<file path="src/rtl/egsel_pkg.sv">
// Shared constants and controller/datapath interface types for the epsilon-greedy selector.
package egsel_pkg;

   localparam int NUM_ACTIONS  = 8;
   localparam int VALUE_BITS   = 16;
   localparam int EST_W        = 16;
   localparam int DRAW_W       = 16;
   localparam int EPS_W        = 7;
   localparam int ACT_W        = 3;
   localparam int TIE_W        = 4;
   localparam int PERCENT_BASE = 100;

   localparam int IDX_W   = $clog2(NUM_ACTIONS);
   localparam int POS_W   = $clog2(NUM_ACTIONS + 1);
   localparam int PCT_W   = $clog2(PERCENT_BASE + 1);
   localparam int DIV_W   = POS_W;
   localparam int CNT_W   = $clog2(DRAW_W);

   // draw / 100 as (draw * ceil(2^23 / 100)) >> 23, exact for every 16-bit draw
   localparam int PCT_MUL_W = 17;
   localparam int PCT_SHIFT = 23;
   localparam int QUOT_W    = 10;
   localparam int PROD_W    = DRAW_W + PCT_MUL_W;
   localparam logic [PCT_MUL_W-1:0] PCT_MUL = PCT_MUL_W'(83887);

   localparam logic [EPS_W-1:0] EPS_RESET = EPS_W'(10);
   localparam logic [31:0] VALUE_MAX = 32'((64'd1 << VALUE_BITS) - 64'd1);

   typedef enum logic [1:0] {
      MOD_ACTION,
      MOD_TIE
   } mod_sel_type;

   typedef struct packed {
      logic        take;
      logic        mod_start;
      mod_sel_type mod_sel;
      logic        latch_explore;
      logic        act_rem;
      logic        scan_init;
      logic        scan_step;
      logic        emit;
   } cmd_type;

   typedef struct packed {
      logic mod_busy;
      logic explore_hit;
      logic ties_multi;
      logic scan_found;
      logic scan_end;
      logic out_free;
   } status_type;

endpackage

</file>
<file path="src/rtl/egsel_mod.sv">
// Iterative restoring remainder unit: one dividend bit per cycle.
module egsel_mod (
   input  logic                          clock,
   input  logic                          reset,
   input  logic                          start,
   input  logic [egsel_pkg::DRAW_W-1:0]  dividend,
   input  logic [egsel_pkg::DIV_W-1:0]   divisor,
   output logic                          busy,
   output logic [egsel_pkg::DIV_W-1:0]   remainder
);

   logic                          busy_ff, busy_in;
   logic [egsel_pkg::CNT_W-1:0]   count_ff, count_in;
   logic [egsel_pkg::DRAW_W-1:0]  shift_ff, shift_in;
   logic [egsel_pkg::DIV_W-1:0]   divisor_ff, divisor_in;
   logic [egsel_pkg::DIV_W-1:0]   rem_ff, rem_in;
   logic [egsel_pkg::DIV_W:0]     trial;
   logic [egsel_pkg::DIV_W:0]     diff;

   // rem < divisor, so trial < 2*divisor and the difference fits DIV_W bits
   assign trial = {rem_ff, shift_ff[egsel_pkg::DRAW_W-1]};
   assign diff  = trial - {1'b0, divisor_ff};

   always_comb begin
      busy_in    = busy_ff;
      count_in   = count_ff;
      shift_in   = shift_ff;
      divisor_in = divisor_ff;
      rem_in     = rem_ff;
      if (start) begin
         busy_in    = 1'b1;
         count_in   = '0;
         shift_in   = dividend;
         divisor_in = divisor;
         rem_in     = '0;
      end else if (busy_ff) begin
         shift_in = {shift_ff[egsel_pkg::DRAW_W-2:0], 1'b0};
         if (trial >= {1'b0, divisor_ff}) begin
            rem_in = diff[egsel_pkg::DIV_W-1:0];
         end else begin
            rem_in = trial[egsel_pkg::DIV_W-1:0];
         end
         count_in = count_ff + egsel_pkg::CNT_W'(1);
         if (count_ff == egsel_pkg::CNT_W'(egsel_pkg::DRAW_W - 1)) begin
            busy_in = 1'b0;
         end
      end
   end

   always_ff @(posedge clock) begin
      if (reset) begin
         busy_ff  <= 1'b0;
         count_ff <= '0;
      end else begin
         busy_ff  <= busy_in;
         count_ff <= count_in;
      end
      shift_ff   <= shift_in;
      divisor_ff <= divisor_in;
      rem_ff     <= rem_in;
   end

   assign busy      = busy_ff;
   assign remainder = rem_ff;

endmodule

</file>
<file path="src/rtl/egsel_datapath.sv">
// Datapath: running maximum and tie tracking, draw registers, tie scan, result register.
module egsel_datapath (
   input  logic                              clock,
   input  logic                              reset,
   input  egsel_pkg::cmd_type                cmd,
   output egsel_pkg::status_type             status,
   input  logic [egsel_pkg::EST_W-1:0]       estimate,
   input  logic                              last_estimate,
   input  logic [egsel_pkg::DRAW_W-1:0]      explore_draw,
   input  logic [egsel_pkg::DRAW_W-1:0]      action_draw,
   input  logic [egsel_pkg::DRAW_W-1:0]      tie_draw,
   input  logic                              csr_write,
   input  logic [egsel_pkg::EPS_W-1:0]       csr_data,
   output logic                              rsp_valid,
   input  logic                              rsp_stall,
   output logic [egsel_pkg::ACT_W-1:0]       rsp_chosen_action,
   output logic                              rsp_explored,
   output logic [egsel_pkg::TIE_W-1:0]       rsp_tie_count
);

   logic [egsel_pkg::EPS_W-1:0]       epsilon_ff, epsilon_in;
   logic [egsel_pkg::VALUE_BITS-1:0]  best_value_ff, best_value_in;
   logic [egsel_pkg::IDX_W-1:0]       best_index_ff, best_index_in;
   logic [egsel_pkg::NUM_ACTIONS-1:0] tied_mask_ff, tied_mask_in;
   logic [egsel_pkg::POS_W-1:0]       ties_seen_ff, ties_seen_in;
   logic [egsel_pkg::POS_W-1:0]       position_ff, position_in;
   logic [egsel_pkg::DRAW_W-1:0]      explore_draw_ff, explore_draw_in;
   logic [egsel_pkg::DRAW_W-1:0]      action_draw_ff, action_draw_in;
   logic [egsel_pkg::DRAW_W-1:0]      tie_draw_ff, tie_draw_in;
   logic                              explored_ff, explored_in;
   logic [egsel_pkg::IDX_W-1:0]       action_ff, action_in;
   logic [egsel_pkg::IDX_W-1:0]       scan_idx_ff, scan_idx_in;
   logic [egsel_pkg::DIV_W-1:0]       scan_k_ff, scan_k_in;
   logic                              rsp_valid_ff, rsp_valid_in;
   logic [egsel_pkg::ACT_W-1:0]       rsp_action_ff, rsp_action_in;
   logic                              rsp_explored_ff, rsp_explored_in;
   logic [egsel_pkg::TIE_W-1:0]       rsp_ties_ff, rsp_ties_in;
   logic [egsel_pkg::QUOT_W-1:0]      pct_quot_ff, pct_quot_in;

   logic [31:0]                       est_wide;
   logic [egsel_pkg::VALUE_BITS-1:0]  est_sat;
   logic [egsel_pkg::IDX_W-1:0]       pos_idx;
   logic [egsel_pkg::NUM_ACTIONS-1:0] pos_bit;
   logic [egsel_pkg::POS_W-1:0]       action_count;
   logic [egsel_pkg::DRAW_W-1:0]      mod_dividend;
   logic [egsel_pkg::DIV_W-1:0]       mod_divisor;
   logic                              mod_busy;
   logic [egsel_pkg::DIV_W-1:0]       mod_rem;
   logic [31:0]                       action_wide;
   logic [31:0]                       ties_wide;
   logic [egsel_pkg::PROD_W-1:0]      pct_prod;
   logic [egsel_pkg::DRAW_W-1:0]      pct_back;
   logic [egsel_pkg::DRAW_W-1:0]      pct_diff;
   logic [egsel_pkg::PCT_W-1:0]       pct_rem;

   assign est_wide = 32'(estimate);
   assign est_sat  = (est_wide > egsel_pkg::VALUE_MAX) ?
                     egsel_pkg::VALUE_MAX[egsel_pkg::VALUE_BITS-1:0] :
                     est_wide[egsel_pkg::VALUE_BITS-1:0];
   assign pos_idx  = position_ff[egsel_pkg::IDX_W-1:0];
   assign pos_bit  = egsel_pkg::NUM_ACTIONS'(1) << pos_idx;
   assign action_count = (position_ff == '0) ? egsel_pkg::POS_W'(1) : position_ff;

   // explore draw mod 100: the quotient is registered from the held draw, in the cycle after the draw is taken
   assign pct_prod    = egsel_pkg::PROD_W'(explore_draw_ff) *
                        egsel_pkg::PROD_W'(egsel_pkg::PCT_MUL);
   assign pct_quot_in = pct_prod[egsel_pkg::PCT_SHIFT +: egsel_pkg::QUOT_W];
   assign pct_back    = egsel_pkg::DRAW_W'(pct_quot_ff) *
                        egsel_pkg::DRAW_W'(egsel_pkg::PERCENT_BASE);
   assign pct_diff    = explore_draw_ff - pct_back;
   assign pct_rem     = pct_diff[egsel_pkg::PCT_W-1:0];

   always_comb begin
      case (cmd.mod_sel)
         egsel_pkg::MOD_ACTION: begin
            mod_dividend = action_draw_ff;
            mod_divisor  = egsel_pkg::DIV_W'(action_count);
         end
         egsel_pkg::MOD_TIE: begin
            mod_dividend = tie_draw_ff;
            mod_divisor  = egsel_pkg::DIV_W'(ties_seen_ff);
         end
         default: begin
            mod_dividend = action_draw_ff;
            mod_divisor  = egsel_pkg::DIV_W'(action_count);
         end
      endcase
   end

   egsel_mod u_mod (
      .clock     (clock),
      .reset     (reset),
      .start     (cmd.mod_start),
      .dividend  (mod_dividend),
      .divisor   (mod_divisor),
      .busy      (mod_busy),
      .remainder (mod_rem)
   );

   always_comb begin
      epsilon_in      = epsilon_ff;
      best_value_in   = best_value_ff;
      best_index_in   = best_index_ff;
      tied_mask_in    = tied_mask_ff;
      ties_seen_in    = ties_seen_ff;
      position_in     = position_ff;
      explore_draw_in = explore_draw_ff;
      action_draw_in  = action_draw_ff;
      tie_draw_in     = tie_draw_ff;
      explored_in     = explored_ff;
      action_in       = action_ff;
      scan_idx_in     = scan_idx_ff;
      scan_k_in       = scan_k_ff;
      rsp_valid_in    = rsp_valid_ff;
      rsp_action_in   = rsp_action_ff;
      rsp_explored_in = rsp_explored_ff;
      rsp_ties_in     = rsp_ties_ff;

      if (csr_write) begin
         epsilon_in = csr_data;
      end

      if (cmd.take) begin
         if (last_estimate) begin
            explore_draw_in = explore_draw;
            action_draw_in  = action_draw;
            tie_draw_in     = tie_draw;
         end
         // estimates past the last action slot are dropped
         if (position_ff < egsel_pkg::POS_W'(egsel_pkg::NUM_ACTIONS)) begin
            if (position_ff == '0 || est_sat > best_value_ff) begin
               best_value_in = est_sat;
               best_index_in = pos_idx;
               tied_mask_in  = pos_bit;
               ties_seen_in  = egsel_pkg::POS_W'(1);
            end else if (est_sat == best_value_ff) begin
               tied_mask_in = tied_mask_ff | pos_bit;
               ties_seen_in = ties_seen_ff + egsel_pkg::POS_W'(1);
            end
            position_in = position_ff + egsel_pkg::POS_W'(1);
         end
      end

      if (cmd.latch_explore) begin
         explored_in = status.explore_hit;
         action_in   = best_index_ff;
      end

      if (cmd.act_rem) begin
         action_in = egsel_pkg::IDX_W'(mod_rem);
      end

      if (cmd.scan_init) begin
         scan_idx_in = '0;
         scan_k_in   = mod_rem;
      end

      if (cmd.scan_step) begin
         if (tied_mask_ff[scan_idx_ff]) begin
            if (scan_k_ff == '0) begin
               action_in = scan_idx_ff;
            end else begin
               scan_k_in = scan_k_ff - egsel_pkg::DIV_W'(1);
            end
         end
         scan_idx_in = scan_idx_ff + egsel_pkg::IDX_W'(1);
      end

      if (cmd.emit) begin
         rsp_valid_in    = 1'b1;
         rsp_action_in   = action_wide[egsel_pkg::ACT_W-1:0];
         rsp_explored_in = explored_ff;
         rsp_ties_in     = ties_wide[egsel_pkg::TIE_W-1:0];
         best_value_in   = '0;
         best_index_in   = '0;
         tied_mask_in    = '0;
         ties_seen_in    = '0;
         position_in     = '0;
      end else if (rsp_valid_ff && !rsp_stall) begin
         rsp_valid_in = 1'b0;
      end
   end

   assign action_wide = 32'(action_ff);
   assign ties_wide   = 32'(ties_seen_ff);

   always_ff @(posedge clock) begin
      if (reset) begin
         epsilon_ff    <= egsel_pkg::EPS_RESET;
         best_value_ff <= '0;
         best_index_ff <= '0;
         tied_mask_ff  <= '0;
         ties_seen_ff  <= '0;
         position_ff   <= '0;
         rsp_valid_ff  <= 1'b0;
      end else begin
         epsilon_ff    <= epsilon_in;
         best_value_ff <= best_value_in;
         best_index_ff <= best_index_in;
         tied_mask_ff  <= tied_mask_in;
         ties_seen_ff  <= ties_seen_in;
         position_ff   <= position_in;
         rsp_valid_ff  <= rsp_valid_in;
      end
      explore_draw_ff <= explore_draw_in;
      action_draw_ff  <= action_draw_in;
      tie_draw_ff     <= tie_draw_in;
      explored_ff     <= explored_in;
      action_ff       <= action_in;
      scan_idx_ff     <= scan_idx_in;
      scan_k_ff       <= scan_k_in;
      rsp_action_ff   <= rsp_action_in;
      rsp_explored_ff <= rsp_explored_in;
      rsp_ties_ff     <= rsp_ties_in;
      pct_quot_ff     <= pct_quot_in;
   end

   assign status.mod_busy    = mod_busy;
   assign status.explore_hit = pct_rem < epsilon_ff;
   assign status.ties_multi  = ties_seen_ff > egsel_pkg::POS_W'(1);
   assign status.scan_found  = tied_mask_ff[scan_idx_ff] && (scan_k_ff == '0);
   assign status.scan_end    = scan_idx_ff == egsel_pkg::IDX_W'(egsel_pkg::NUM_ACTIONS - 1);
   assign status.out_free    = !rsp_valid_ff || !rsp_stall;

   assign rsp_valid         = rsp_valid_ff;
   assign rsp_chosen_action = rsp_action_ff;
   assign rsp_explored      = rsp_explored_ff;
   assign rsp_tie_count     = rsp_ties_ff;

endmodule

</file>
<file path="src/rtl/egsel_ctrl.sv">
// Controller: sequences estimate intake, the explore test, the remainder steps, the tie scan and the result.
module egsel_ctrl (
   input  logic                   clock,
   input  logic                   reset,
   input  logic                   req_valid,
   input  logic                   req_last_estimate,
   output logic                   req_stall,
   input  egsel_pkg::status_type  status,
   output egsel_pkg::cmd_type     cmd
);

   typedef enum logic [3:0] {
      IDLE,
      EXP_GO,
      EXP_WAIT,
      ACT_GO,
      ACT_WAIT,
      TIE_GO,
      TIE_WAIT,
      SCAN,
      EMIT
   } state_type;

   state_type state_ff, state_in;
   logic      accept;

   assign req_stall = state_ff != IDLE;
   assign accept    = req_valid && (state_ff == IDLE);

   always_comb begin
      state_in          = state_ff;
      cmd               = '0;
      cmd.mod_sel       = egsel_pkg::MOD_ACTION;
      case (state_ff)
         IDLE: begin
            if (accept) begin
               cmd.take = 1'b1;
               if (req_last_estimate) begin
                  state_in = EXP_GO;
               end
            end
         end
         EXP_GO: begin
            // datapath registers the draw / 100 quotient this cycle
            state_in = EXP_WAIT;
         end
         EXP_WAIT: begin
            cmd.latch_explore = 1'b1;
            if (status.explore_hit) begin
               state_in = ACT_GO;
            end else if (status.ties_multi) begin
               state_in = TIE_GO;
            end else begin
               state_in = EMIT;
            end
         end
         ACT_GO: begin
            cmd.mod_sel   = egsel_pkg::MOD_ACTION;
            cmd.mod_start = 1'b1;
            state_in      = ACT_WAIT;
         end
         ACT_WAIT: begin
            cmd.mod_sel = egsel_pkg::MOD_ACTION;
            if (!status.mod_busy) begin
               cmd.act_rem = 1'b1;
               state_in    = EMIT;
            end
         end
         TIE_GO: begin
            cmd.mod_sel   = egsel_pkg::MOD_TIE;
            cmd.mod_start = 1'b1;
            state_in      = TIE_WAIT;
         end
         TIE_WAIT: begin
            cmd.mod_sel = egsel_pkg::MOD_TIE;
            if (!status.mod_busy) begin
               cmd.scan_init = 1'b1;
               state_in      = SCAN;
            end
         end
         SCAN: begin
            cmd.scan_step = 1'b1;
            if (status.scan_found || status.scan_end) begin
               state_in = EMIT;
            end
         end
         EMIT: begin
            if (status.out_free) begin
               cmd.emit = 1'b1;
               state_in = IDLE;
            end
         end
         default: begin
            state_in = IDLE;
         end
      endcase
   end

   always_ff @(posedge clock) begin
      if (reset) begin
         state_ff <= IDLE;
      end else begin
         state_ff <= state_in;
      end
   end

endmodule

</file>
<file path="src/rtl/epsilon_greedy_argmax_select.sv">
// Epsilon-greedy action selector: top level joining controller and datapath.
//
// Feed one action-value estimate per transaction, action 0 first, and flag the final
// one with req_last_estimate; the three random words are sampled with that final
// transaction. A non-final estimate is taken with one saturate-and-compare against
// the running maximum. The final one starts a sequence: the explore test (draw mod 100
// by reciprocal multiply), a remainder by the action or tie count on a one-bit-per-cycle
// unit over the 16-bit draw, and for a pick among ties a scan of the tie mask at one
// action per cycle; the new result then waits for the output register to free up if
// it is still held. Input is stalled while that sequence runs; the result sits in an
// output register, so the next epoch's estimates are taken while it waits. Estimates
// beyond NUM_ACTIONS in one epoch are ignored.
// csr_epsilon_percent (reset 10) may be written whenever the block is idle; values
// above 100 always explore.
module epsilon_greedy_argmax_select (
   input  logic                          clock,
   input  logic                          reset,
   input  logic                          req_valid,
   output logic                          req_stall,
   input  logic [egsel_pkg::EST_W-1:0]   req_estimate,
   input  logic                          req_last_estimate,
   input  logic [egsel_pkg::DRAW_W-1:0]  req_explore_draw,
   input  logic [egsel_pkg::DRAW_W-1:0]  req_action_draw,
   input  logic [egsel_pkg::DRAW_W-1:0]  req_tie_draw,
   output logic                          rsp_valid,
   input  logic                          rsp_stall,
   output logic [egsel_pkg::ACT_W-1:0]   rsp_chosen_action,
   output logic                          rsp_explored,
   output logic [egsel_pkg::TIE_W-1:0]   rsp_tie_count,
   input  logic                          csr_valid,
   output logic                          csr_ready,
   input  logic [egsel_pkg::EPS_W-1:0]   csr_epsilon_percent
);

   egsel_pkg::cmd_type    cmd;
   egsel_pkg::status_type status;

   assign csr_ready = 1'b1;

   egsel_ctrl u_ctrl (
      .clock             (clock),
      .reset             (reset),
      .req_valid         (req_valid),
      .req_last_estimate (req_last_estimate),
      .req_stall         (req_stall),
      .status            (status),
      .cmd               (cmd)
   );

   egsel_datapath u_datapath (
      .clock             (clock),
      .reset             (reset),
      .cmd               (cmd),
      .status            (status),
      .estimate          (req_estimate),
      .last_estimate     (req_last_estimate),
      .explore_draw      (req_explore_draw),
      .action_draw       (req_action_draw),
      .tie_draw          (req_tie_draw),
      .csr_write         (csr_valid && csr_ready),
      .csr_data          (csr_epsilon_percent),
      .rsp_valid         (rsp_valid),
      .rsp_stall         (rsp_stall),
      .rsp_chosen_action (rsp_chosen_action),
      .rsp_explored      (rsp_explored),
      .rsp_tie_count     (rsp_tie_count)
   );

endmodule
</file>
<file path="config.mk">
export PLATFORM = sky130hd
export DESIGN_NAME = epsilon_greedy_argmax_select
export DESIGN_NICKNAME = d
export VERILOG_FILES = /design/src/rtl/egsel_pkg.sv /design/src/rtl/egsel_mod.sv /design/src/rtl/egsel_datapath.sv /design/src/rtl/egsel_ctrl.sv /design/src/rtl/epsilon_greedy_argmax_select.sv
export SDC_FILE = /design/constraint.sdc
export NUM_CORES = 1
export LEC_CHECK = 0
export BUFFER_PORTS_ARGS = -buffer_cell sky130_fd_sc_hd__buf_2
export CAP_MARGIN = 30
export CORE_AREA = 4 4 167 202
export DETAILED_ROUTE_END_ITERATION = 7
export DIE_AREA = 0 0 171 206
export PLACE_DENSITY = 0.58
export SLEW_MARGIN = 0
export SYNTH_ARGS = -nofsm -noshare
export SYNTH_HDL_FRONTEND = slang
export SYNTH_SLANG_ARGS = --single-unit
export TNS_END_PERCENT = 5
</file>
<file path="constraint.sdc">
create_clock -name clock -period 7.5 [get_ports clock]
set_input_delay 0 -clock clock [delete_from_list [all_inputs] [get_ports clock]]
set_output_delay 0 -clock clock [all_outputs]
set_load 0.02 [all_outputs]
</file>
==> results of run 1 <==
[what timing repair did]
action | CTS | global route
hold endpoints to repair | 81 | 0
gates resized for setup | 0 | 0
buffers inserted | 0 | 0
hold buffers | 83 | 0
[layout by cell type (no fill, tap or decap), types with 9 or more instances in the layout]
| master | instances |
|---|---|
| edfxtp_1 | 80 |
| dfxtp_1 | 68 |
| o21ai_0 | 17 |
| nand2_1 | 65 |
| xnor2_1 | 17 |
| nor3_1 | 12 |
| dlygate4sd3_1 | 83 |
| clkbuf_16 | 17 |
| a21oi_1 | 75 |
| nand4_1 | 10 |
| nand3_1 | 14 |
| ha_1 | 153 |
| mux2i_1 | 29 |
| nor2_1 | 55 |
| fa_1 | 98 |
| a21o_1 | 9 |
| inv_1 | 205 |
| buf_2 | 86 |
| xor2_1 | 9 |
[worst max-delay path: stages (launching register included)]
cell	delay (ns)
edfxtp_1	0.50
fa_1	0.60
inv_1	0.11
fa_1	0.52
inv_1	0.06
fa_1	0.51
fa_1	0.54
fa_1	0.55
inv_1	0.05
fa_1	0.53
inv_1	0.04
ha_1	0.30
and4_1	0.22
and3_1	0.20
a22oi_1	0.17
nand3_1	0.22
o31a_1	0.33
a21oi_1	0.18
xnor2_1	0.13
[report_power, final]
group | switching (mW) | internal (mW) | leakage (nW) | total [mW]
combinational | 2.41 | 1.87 | 4.56 | 4.28
clock | 0.329 | 0.550 | 0.293 | 0.878
sequential | 0.0970 | 0.997 | 1.29 | 1.09
total | 2.83 | 3.41 | 6.14 | 6.25
[area by class of cell]
type	instances	area, µm²
fillers	3092	18600
clock buffers	19	433
flip-flops and latches	148	3760
inverters	205	769
well taps	407	509
multi-input cells	660	6370
clock inverters	13	164
repair buffers	175	1330
[routing by layer]
| layer | GRT usage | wire (µm) | share of wire |
|---|---|---|---|
| met5 | 0 | 0 | 0 |
| met3 | 0.0197 | 566 | 0.023 |
| met1 | 0.170 | 9780 | 0.40 |
| met4 | 0.0532 | 644 | 0.027 |
| met2 | 0.270 | 13200 | 0.55 |
[cells in the mapped netlist (8+ instances only)]
cell,number
a21o_1,9
a21oi_1,75
clkbuf_1,16
dfxtp_1,68
edfxtp_1,80
fa_1,98
ha_1,153
inv_1,205
mux2i_1,29
nand2_1,65
nand3_1,14
nand4_1,10
nor2_1,56
nor3_1,12
o211ai_1,8
o21ai_0,17
xnor2_1,17
xor2_1,9
[through the flow]
stage                     instances  total power [mW]  hold slack [ns]
after detailed placement       1512              5.36            0.178
after floorplan                1037              4.27           0.0774
after global placement         1510              5.27            0.176
after global routing           1627              7.06           0.0692
after CTS                      1627              6.34           0.0334
final                          1627              6.25           0.0568
[cell families (layout without fill, tap and decap cells)]
family,count (synthesis),in the layout,share of synthesized area
AOI/OAI and AO/OA,152,152,0.0855
xor gates and xnor gates,26,26,0.0207
buffers and inverters,229,412,0.0807
adders and majority gates,251,251,0.352
and+or+nand+nor,195,195,0.0836
other,1,1,0.000341
DFF,148,148,0.342
muxes,35,35,0.0346
[worst paths after layout]
| path | from | end | slack [ns] |
|---|---|---|---|
| max | u_datapath.explore_draw_ff[13]$_DFFE_PP_ | u_datapath.pct_quot_ff[4]$_DFF_P_ | 1.66 |
| min | req_valid | u_datapath.position_ff[2]$_SDFFE_PP0P_ | 0.06 |
| max reg2reg | u_datapath.explore_draw_ff[13]$_DFFE_PP_ | u_datapath.pct_quot_ff[4]$_DFF_P_ | 1.66 |
| min reg2reg | u_datapath.action_ff[1]$_DFF_P_ | u_datapath.rsp_chosen_action[1]$_DFFE_PP_ | 0.44 |
[state kept, by name, summed over array words and instances, names as in the netlist, 3 cells and up]
register                      count
u_datapath.scan_k_ff              4
u_datapath.rsp_chosen_action      3
u_datapath.rsp_tie_count          4
u_datapath.u_mod.remainder        4
u_datapath.u_mod.shift_ff        16
u_datapath.tied_mask_ff           8
u_datapath.explore_draw_ff       16
u_datapath.scan_idx_ff            3
u_datapath.u_mod.divisor_ff       4
u_datapath.ties_seen_ff           4
u_datapath.tie_draw_ff           16
u_datapath.u_mod.count_ff         4
u_datapath.action_draw_ff        16
u_datapath.pct_quot_ff            5
u_datapath.position_ff            4
u_datapath.action_ff              3
u_ctrl.state_ff                   4
u_datapath.best_value_ff         16
u_datapath.best_index_ff          3
u_datapath.epsilon_ff             7
==> impl_metrics.csv, run 1 <==
group,metric,value,unit
run_status,status,"completed",
global_route,grt_max_degree,46,
sta,rsz0062_at_grt,"false",
synth,synthArstFlopShare,0,
global_route,grt_pass1_vias,7973,
drt,drc,0,
synth,yosysTopAreaCell,"edfxtp_1",
pwr,cellLeakagePower,6.14,nW
drt,vias,7590,
drt,routed_wl,24200,µm
clocking,clock_sinks,148,
clocking,cts-htree-levels,4,
global_route,grt_pass1_wl,40200,µm
final_layout,antenna_cells,0,
job,cap_viol_max_count,0,
floorplanning,fp.dieArea,0.0352,mm²
place,gp_congestion,0.906,
synth,synth.distinct_cells,59,
synth,synthTopCellsByArea,"edfxtp_1 (22%), fa_1 (18%), ha_1 (17%)",
global_route,grt-ovfl-total,0,
sta,worstMarginPinSlew,0.942,ns
sta,finalSetupTns,0,ns
global_route,grtUsageTotal,0.145,
sta,hold_viol_final,0,
synth,synth_top_area_share,0.218,
critical_path,cp_data_arrival_time,6.19,ns
synth,synth_cells,1037,
critical_path,worstSetupStartpointType,"register",
drt,drt_iter0_drc,268,
final_layout,syn_to_final_growth,21.2,%
synth,syn-cell-area,0.0110,mm²
sta,slew_headroom,0.356,
clocking,cts_tree,"yes",
min_path,hp-class,"in -> reg",
clocking,cts_buffer_depth,2,
final_layout,drive_above_1_share,0.114,
global_route,antenna_found_initial,0,
sta,fin_crit_sh,0.779,
critical_path,cp-end-kind,"register",
final_layout,postLayoutCellArea,0.0133,mm²
synth,synth_flop_cell,"edfxtp_1",
place,dp_hpwl,19200,µm
drt,firstDrtPassIters,4,
synth,ys_seq_elements,148,
synth,yosysWarnings,0,
critical_path,ff2ff_path_depth,18,
floorplanning,start_util,0.345,
synth,syn_area_per_cell,10.6,µm²
sta,finalSetupViolCount,0,
sta,worst_slack,1.66,ns
pwr,max-vdd-ir-drop,0.310,mV
clocking,clkTransAtPathRegs,0.06,ns
sta,fin_skew,0.00767,ns
critical_path,crit_type,"reg -> reg",
place,pre_cts_ws,1.65,ns
critical_path,crit_fanout,5,
place,dpl_cell_area,0.0119,mm²
synth,ys_seq_area_frac,0.342,
pwr,cellPowerDensity,469,mW/mm²
clocking,clkLatencyLatePin,0.43,ns
critical_path,worstPathRequired,7.85,ns
sta,min_period,5.84,ns
drt,ant_nets,0,
place,numPortBuffers,86,
final_layout,nNetsFinal,1535,
floorplanning,io_pins,88,
synth,synth_edf_count,80,
final_layout,post-route-util,0.418,
min_path,holdPathStages,4,
clocking,cts-root-buf,"clkbuf_16",
floorplanning,die_h,206,µm
sta,fmax,0.171,GHz
floorplanning,coreArea,0.0319,mm²
drt,vias_per_cell,4.67,
synth,syn_nets,1365,
floorplanning,die_x,171,µm
floorplanning,rows,72,
drt,routedWlPerCell,14.9,µm
sta,drv_slew,0,
clocking,cts_made_buffers,17,
Power figures use the tool's default switching activity.
==> inputs of run 2 (changes only) <==
- clock period: 7.5 -> 5.8 ns (I/O delays scaled with it)
==> impl_metrics.csv, run 2 (same netlist as run 1, synthesis figures left out) <==
group,metric,value,unit
clocking,clkLatencyLatePin,0.43,ns
sta,finalSetupViolCount,0,
pwr,cellPowerDensity,612,mW/mm²
final_layout,postLayoutCellArea,0.0135,mm²
critical_path,crit_type,"reg -> reg",
final_layout,nNetsFinal,1549,
sta,slew_headroom,0.320,
critical_path,cp_data_arrival_time,5.96,ns
floorplanning,coreArea,0.0319,mm²
drt,firstDrtPassIters,4,
critical_path,r2r-end,"u_datapath.pct_quot_ff[4]$_DFF_P_",
drt,drc,0,
critical_path,cp-end-kind,"register",
floorplanning,die_x,171,µm
drt,routed_wl,24500,µm
pwr,p_sw_frac,0.450,
floorplanning,rows,72,
min_path,holdPathStages,4,
drt,routedWlPerCell,15.0,µm
final_layout,syn_to_final_growth,22.9,%
final_layout,stdcell_count,1641,
floorplanning,io_pins,88,
min_path,hp-class,"in -> reg",
pwr,p_sw,3.72,mW
global_route,grt.met3_usage,0.0207,
critical_path,r2r-start,"u_datapath.explore_draw_ff[10]$_DFFE_PP_",
global_route,grt_max_degree,46,
drt,vias_per_cell,4.64,
sta,rsz0062_at_grt,"false",
final_layout,final_common_cell,"inv_1",
global_route,grt-ovfl-total,0,
clocking,cts_made_buffers,17,
clocking,cts-root-buf,"clkbuf_16",
job,cap_viol_max_count,0,
final_layout,drive_above_1_share,0.128,
drt,drt_iter0_drc,238,
place,dp_hpwl,19400,µm
global_route,grt_pass1_wl,41200,µm
drt,vias,7608,
global_route,busiest_layer,"met2",
clocking,clkTransAtPathRegs,0.07,ns
place,gp_congestion,0.904,
min_path,hold-path-endpoint,"u_datapath.position_ff[2]$_SDFFE_PP0P_",
place,numPortBuffers,86,
global_route,grt_pass1_vias,8194,
floorplanning,die_h,206,µm
sta,fin_crit_sh,0.965,
sta,hold_viol_final,0,
run_status,status,"completed",
floorplanning,fp.dieArea,0.0352,mm²
pwr,p_int,4.55,mW
critical_path,worstPathRequired,6.16,ns
place,dp_cells,1519,
final_layout,final_cell_mix,"inv_1 (204), ha_1 (153), fa_1 (98)",
critical_path,rrSetupSlack,0.20,ns
sta,fin_skew,0.0130,ns
pwr,power_frac_comb,0.679,
global_route,grtUsageTotal,0.149,
clocking,cts_tree,"yes",
global_route,antenna_found_initial,0,
min_path,worstHoldStart,"req_valid",
pwr,pwr-share-seq,0.170,
critical_path,ff2ff_path_depth,18,
sta,worstMarginPinSlew,1.01,ns
sta,fmax,0.179,GHz
floorplanning,start_util,0.345,
clocking,cts-htree-levels,4,
sta,finalSetupTns,0,ns
clocking,clock_sinks,148,
critical_path,crit_fanout,5,
sta,drv_slew,0,
global_route,grt_use_met1,0.172,
clocking,cts_buffer_depth,2,
pwr,cellLeakagePower,6.25,nW
global_route,use_met2,0.273,
critical_path,worstSetupStartpointType,"register",
pwr,p_clk_frac,0.151,
final_layout,antenna_cells,0,
drt,ant_nets,0,
pwr,max-vdd-ir-drop,0.333,mV
place,dpl_cell_area,0.0120,mm²
sta,min_period,5.60,ns
run 2: changes by cell type in the layout (fill, tap and decap cells not counted), sizes merged:
| cell | before | now |
|---|---|---|
| buf | 92 | 105 |
| bufinv | 4 | 6 |
| clkinv | 8 | 5 |
| clkbuf | 19 | 18 |
| dlymetal6s2s | 0 | 1 |
| clkinvlp | 1 | 3 |
run 2: worst max path at each step:
stage | to | start | slack (ns)
6_report | u_datapath.pct_quot_ff[4]$_DFF_P_ | u_datapath.explore_draw_ff[10]$_DFFE_PP_ | 0.20
5_1_grt | u_datapath.pct_quot_ff[4]$_DFF_P_ | u_datapath.explore_draw_ff[14]$_DFFE_PP_ | 0.01
2_1_floorplan | u_datapath.pct_quot_ff[4]$_DFF_P_ | u_datapath.explore_draw_ff[13]$_DFFE_PP_ | 0.38
3_3_place_gp | u_datapath.pct_quot_ff[4]$_DFF_P_ | u_datapath.explore_draw_ff[14]$_DFFE_PP_ | 0.14
3_5_place_dp | u_datapath.pct_quot_ff[4]$_DFF_P_ | u_datapath.explore_draw_ff[14]$_DFFE_PP_ | 0.03
4_1_cts | u_datapath.pct_quot_ff[4]$_DFF_P_ | u_datapath.explore_draw_ff[14]$_DFFE_PP_ | 0.03
run 2: stage by stage:
stage,utilization,hold WS (ns),total power [mW],setup WS [ns]
CTS,0.422,0.0375,8.31,0.0286
detailed placement,0.375,0.178,6.94,0.0290
global placement,0.374,0.176,6.79,0.142
floorplan,-,0.0774,5.52,0.376
global route,0.424,0.0677,9.28,0.0124
finish,0.424,0.0555,8.27,0.204
run 2: layer usage:
layer / up-vias / share of wire
met4: 0 / 0.033
met5: - / 0
met2: 109 / 0.54
li1: 3834 / -
met1: 3622 / 0.41
met3: 43 / 0.022
run 2: area by class of cell:
| type | count | area (µm²) |
|---|---|---|
| fill | 3081 | 18400 |
| multi-input combinational | 660 | 6380 |
| tap | 407 | 509 |
| timing repair buffer | 189 | 1440 |
| clock inverter | 14 | 234 |
| sequential | 148 | 3760 |
| inverter | 205 | 769 |
| clock buffer | 18 | 429 |
run 2: timing repair:
item,CTS,global route
hold endpoints to repair,78,0
hold buffers,83,0
gates resized for setup,0,3
setup endpoints to repair,0,4
setup buffers,0,6
run 2: power groups by stage:
stage	combinational, mW	sequential (mW)	clock (mW)
finish	5.62	1.41	1.25
global route	6.53	1.43	1.32
CTS	5.62	1.41	1.28
detailed placement	5.51	1.43	0
global placement	5.36	1.43	0
floorplan	4.13	1.39	0
run 2: critical path, cell delays in order, from the launching register on:
cell	delay [ns]
edfxtp_1	0.52
fa_1	0.60
inv_1	0.06
fa_1	0.48
inv_1	0.06
fa_1	0.54
inv_1	0.06
fa_1	0.52
inv_1	0.05
fa_1	0.51
fa_1	0.49
ha_1	0.30
and4_1	0.19
and3_1	0.21
a22oi_2	0.18
nand3_2	0.16
o31a_1	0.30
a21oi_1	0.18
xnor2_1	0.13
==> inputs of run 3 (changes only) <==
- ABC_AREA: default -> 1
- CORE_AREA: 4 4 167 202 -> 4 4 171 206
- DIE_AREA: 0 0 171 206 -> 0 0 175 210
==> impl_metrics.csv, run 3 <==
group,metric,value,unit
run_status,status,"completed",
synth,synth_top_area_share,0.208,
final_layout,nNetsFinal,1745,
clocking,cts_made_buffers,17,
floorplanning,rows,73,
final_layout,final_common_cell,"inv_1",
synth,syn_nets,1573,
synth,yosysWarnings,0,
floorplanning,start_util,0.349,
clocking,clock_sinks,148,
final_layout,stdcell_count,1880,
place,pre_cts_ws,0.345,ns
clocking,cts_buffer_depth,2,
sta,finalSetupViolCount,0,
sta,fin_skew,0.0198,ns
critical_path,slowest_stage,"fa_1",
synth,ys_seq_area_frac,0.326,
synth,syn_area_per_cell,9.27,µm²
synth,yosysTopAreaCell,"edfxtp_1",
final_layout,drive_above_1_share,0.106,
synth,synth_flop_cell,"edfxtp_1",
pwr,p_sw,4.03,mW
final_layout,antenna_cells,0,
floorplanning,die_x,175,µm
pwr,p_sw_frac,0.496,
floorplanning,die_h,210,µm
synth,ys_top_cells_by_count,"inv_1 (256), nand2_1 (187), ha_1 (153)",
global_route,grtUsageTotal,0.153,
clocking,clkLatencyLatePin,0.44,ns
drt,routed_wl,27100,µm
place,numPortBuffers,86,
synth,synthArstFlopShare,0,
sta,worstMarginPinSlew,0.908,ns
global_route,antenna_found_initial,1,
job,cap_viol_max_count,0,
sta,slew_headroom,0.393,
synth,synthTopCellsByArea,"edfxtp_1 (21%), fa_1 (17%), ha_1 (17%)",
floorplanning,fp.dieArea,0.0368,mm²
sta,hold_viol_final,0,
drt,drt_iter0_drc,416,
clocking,clkTransAtPathRegs,0.07,ns
critical_path,cp-end-kind,"register",
drt,vias_per_cell,4.62,
synth,synth_edf_count,80,
clocking,cts-htree-levels,4,
critical_path,path_cells,"fa_1 > inv_1 > fa_1 > inv_1 > fa_1 > inv_1 > fa_1 > inv_1 > fa_1 > fa_1 > ha_1 > nand2_1 > nor2_1 > nand2_1 > nor3_1 > a21boi_0 > o21ai_0 > inv_1 > nor2_1",
synth,synth.distinct_cells,46,
global_route,grt-ovfl-total,0,
drt,ant_nets,0,
synth,ys_seq_elements,148,
pwr,power,8.14,mW
place,dp_cells,1766,
global_route,grt_pass1_wl,44900,µm
final_layout,syn_to_final_growth,20.0,%
pwr,max-vdd-ir-drop,0.499,mV
sta,fmax,0.184,GHz
drt,drc,0,
clocking,cts.repair.resized,0,
critical_path,crit_type,"reg -> reg",
sta,finalSetupTns,0,ns
critical_path,worstPathRequired,6.13,ns
critical_path,cp_data_arrival_time,5.76,ns
pwr,p_int,4.10,mW
critical_path,crit_fanout,5,
sta,hold-worst-slack,0.0812,ns
global_route,grt_pass1_vias,8864,
clocking,cts-root-buf,"clkbuf_16",
sta,drv_slew,0,
synth,syn-cell-area,0.0115,mm²
synth,synth_most_common_cell,"inv_1",
pwr,p_clk_frac,0.142,
critical_path,worstSetupStartpointType,"register",
pwr,power_frac_comb,0.693,
drt,routedWlPerCell,14.4,µm
clocking,cts_tree,"yes",
sta,min_period,5.43,ns
place,dp_hpwl,21200,µm
min_path,hp-class,"in -> reg",
pwr,cellLeakagePower,6.57,nW
pwr,pwr-share-seq,0.165,
floorplanning,coreArea,0.0331,mm²
drt,firstDrtPassIters,5,
critical_path,cpMostUsedCell,"fa_1",
synth,synth_cells,1245,
sta,rsz0062_at_grt,"false",
sta,fin_crit_sh,0.936,
global_route,grt_max_degree,49,
final_layout,final_cell_mix,"inv_1 (256), nand2_1 (187), ha_1 (153)",
sta,worst_slack,0.370,ns
drt,vias,8679,
critical_path,slowest_delay,0.68,ns
place,gp_congestion,0.872,
pwr,cellPowerDensity,587,mW/mm²
floorplanning,io_pins,88,
run 3: cell types whose count changed in the layout (fill, tap and decap cells not counted), moves of 6 or more:
| cell | before | now |
|---|---|---|
| a31oi_1 | 3 | 16 |
| buf_4 | 18 | 5 |
| inv_1 | 204 | 256 |
| inv_2 | 1 | 7 |
| mux2i_1 | 29 | 0 |
| nand2_1 | 65 | 187 |
| nand2b_1 | 6 | 0 |
| nand3_1 | 13 | 60 |
| nor2_1 | 55 | 76 |
| o21ai_0 | 17 | 44 |
| xnor2_1 | 17 | 7 |
run 3: area by class of cell:
class	instances	area (µm²)
fillers	3321	19200
inverters	264	996
flip-flops and latches	148	3760
clock inverters	15	175
multi-input cells	813	6650
clock buffers	17	425
repair buffers	173	1290
well taps	450	563
run 3: final timing paths:
path / from / endpoint / slack, ns / cells past startpoint
max: u_datapath.explore_draw_ff[10]$_DFFE_PP_ / u_datapath.pct_quot_ff[0]$_DFF_P_ / 0.37 / 19
min: req_valid / u_datapath.tied_mask_ff[0]$_SDFFE_PP0P_ / 0.08 / 5
max reg2reg: u_datapath.explore_draw_ff[10]$_DFFE_PP_ / u_datapath.pct_quot_ff[0]$_DFF_P_ / 0.37 / 19
min reg2reg: u_datapath.explored_ff$_DFFE_PP_ / u_datapath.rsp_explored$_DFFE_PP_ / 0.45 / 0
run 3: power groups by stage:
stage	registers, mW	logic, mW	clock network [mW]
detailed placement	1.37	5.65	0
global route	1.36	6.59	1.22
CTS	1.34	5.74	1.19
floorplan	1.34	4.25	0
finish	1.34	5.64	1.15
global placement	1.36	5.59	0
run 3: kinds of logic after synthesis:
kind of cell | Yosys count | synth area share
simple gates | 374 | 0.144
buf+inv | 284 | 0.0989
fa+ha+maj | 251 | 0.336
compound gates | 167 | 0.0803
flops | 148 | 0.326
xor+xnor | 20 | 0.0152
other cells | 1 | 0.000325
run 3: critical path, delay by kind of cell, from the launching register on:
kind	cells	cell delay, ns
fa+ha+maj	7	3.55
simple gates	5	0.57
buf+inv	5	0.30
compound gates	2	0.40
flops	1	0.52
run 3: timing repair:
| item | CTS | global route |
|---|---|---|
| hold buffers | 82 | 0 |
| setup buffers | 0 | 0 |
| endpoints found under the hold margin | 75 | 0 |
run 3: metrics by stage:
| step | utilization | instance area [µm²] |
|---|---|---|
| after floorplan | - | 11500 |
| after global placement | 0.376 | 12400 |
| after detailed placement | 0.376 | 12400 |
| after CTS | 0.419 | 13900 |
| after global routing | 0.419 | 13900 |
| final | 0.419 | 13900 |
run 3: metal layers:
layer | track usage | part of all wire | up-vias
met5 | 0 | 0 | -
met4 | 0.0553 | 0.026 | 0
met3 | 0.0249 | 0.031 | 36
met2 | 0.268 | 0.51 | 159
met1 | 0.193 | 0.43 | 4113
li1 | - | - | 4371
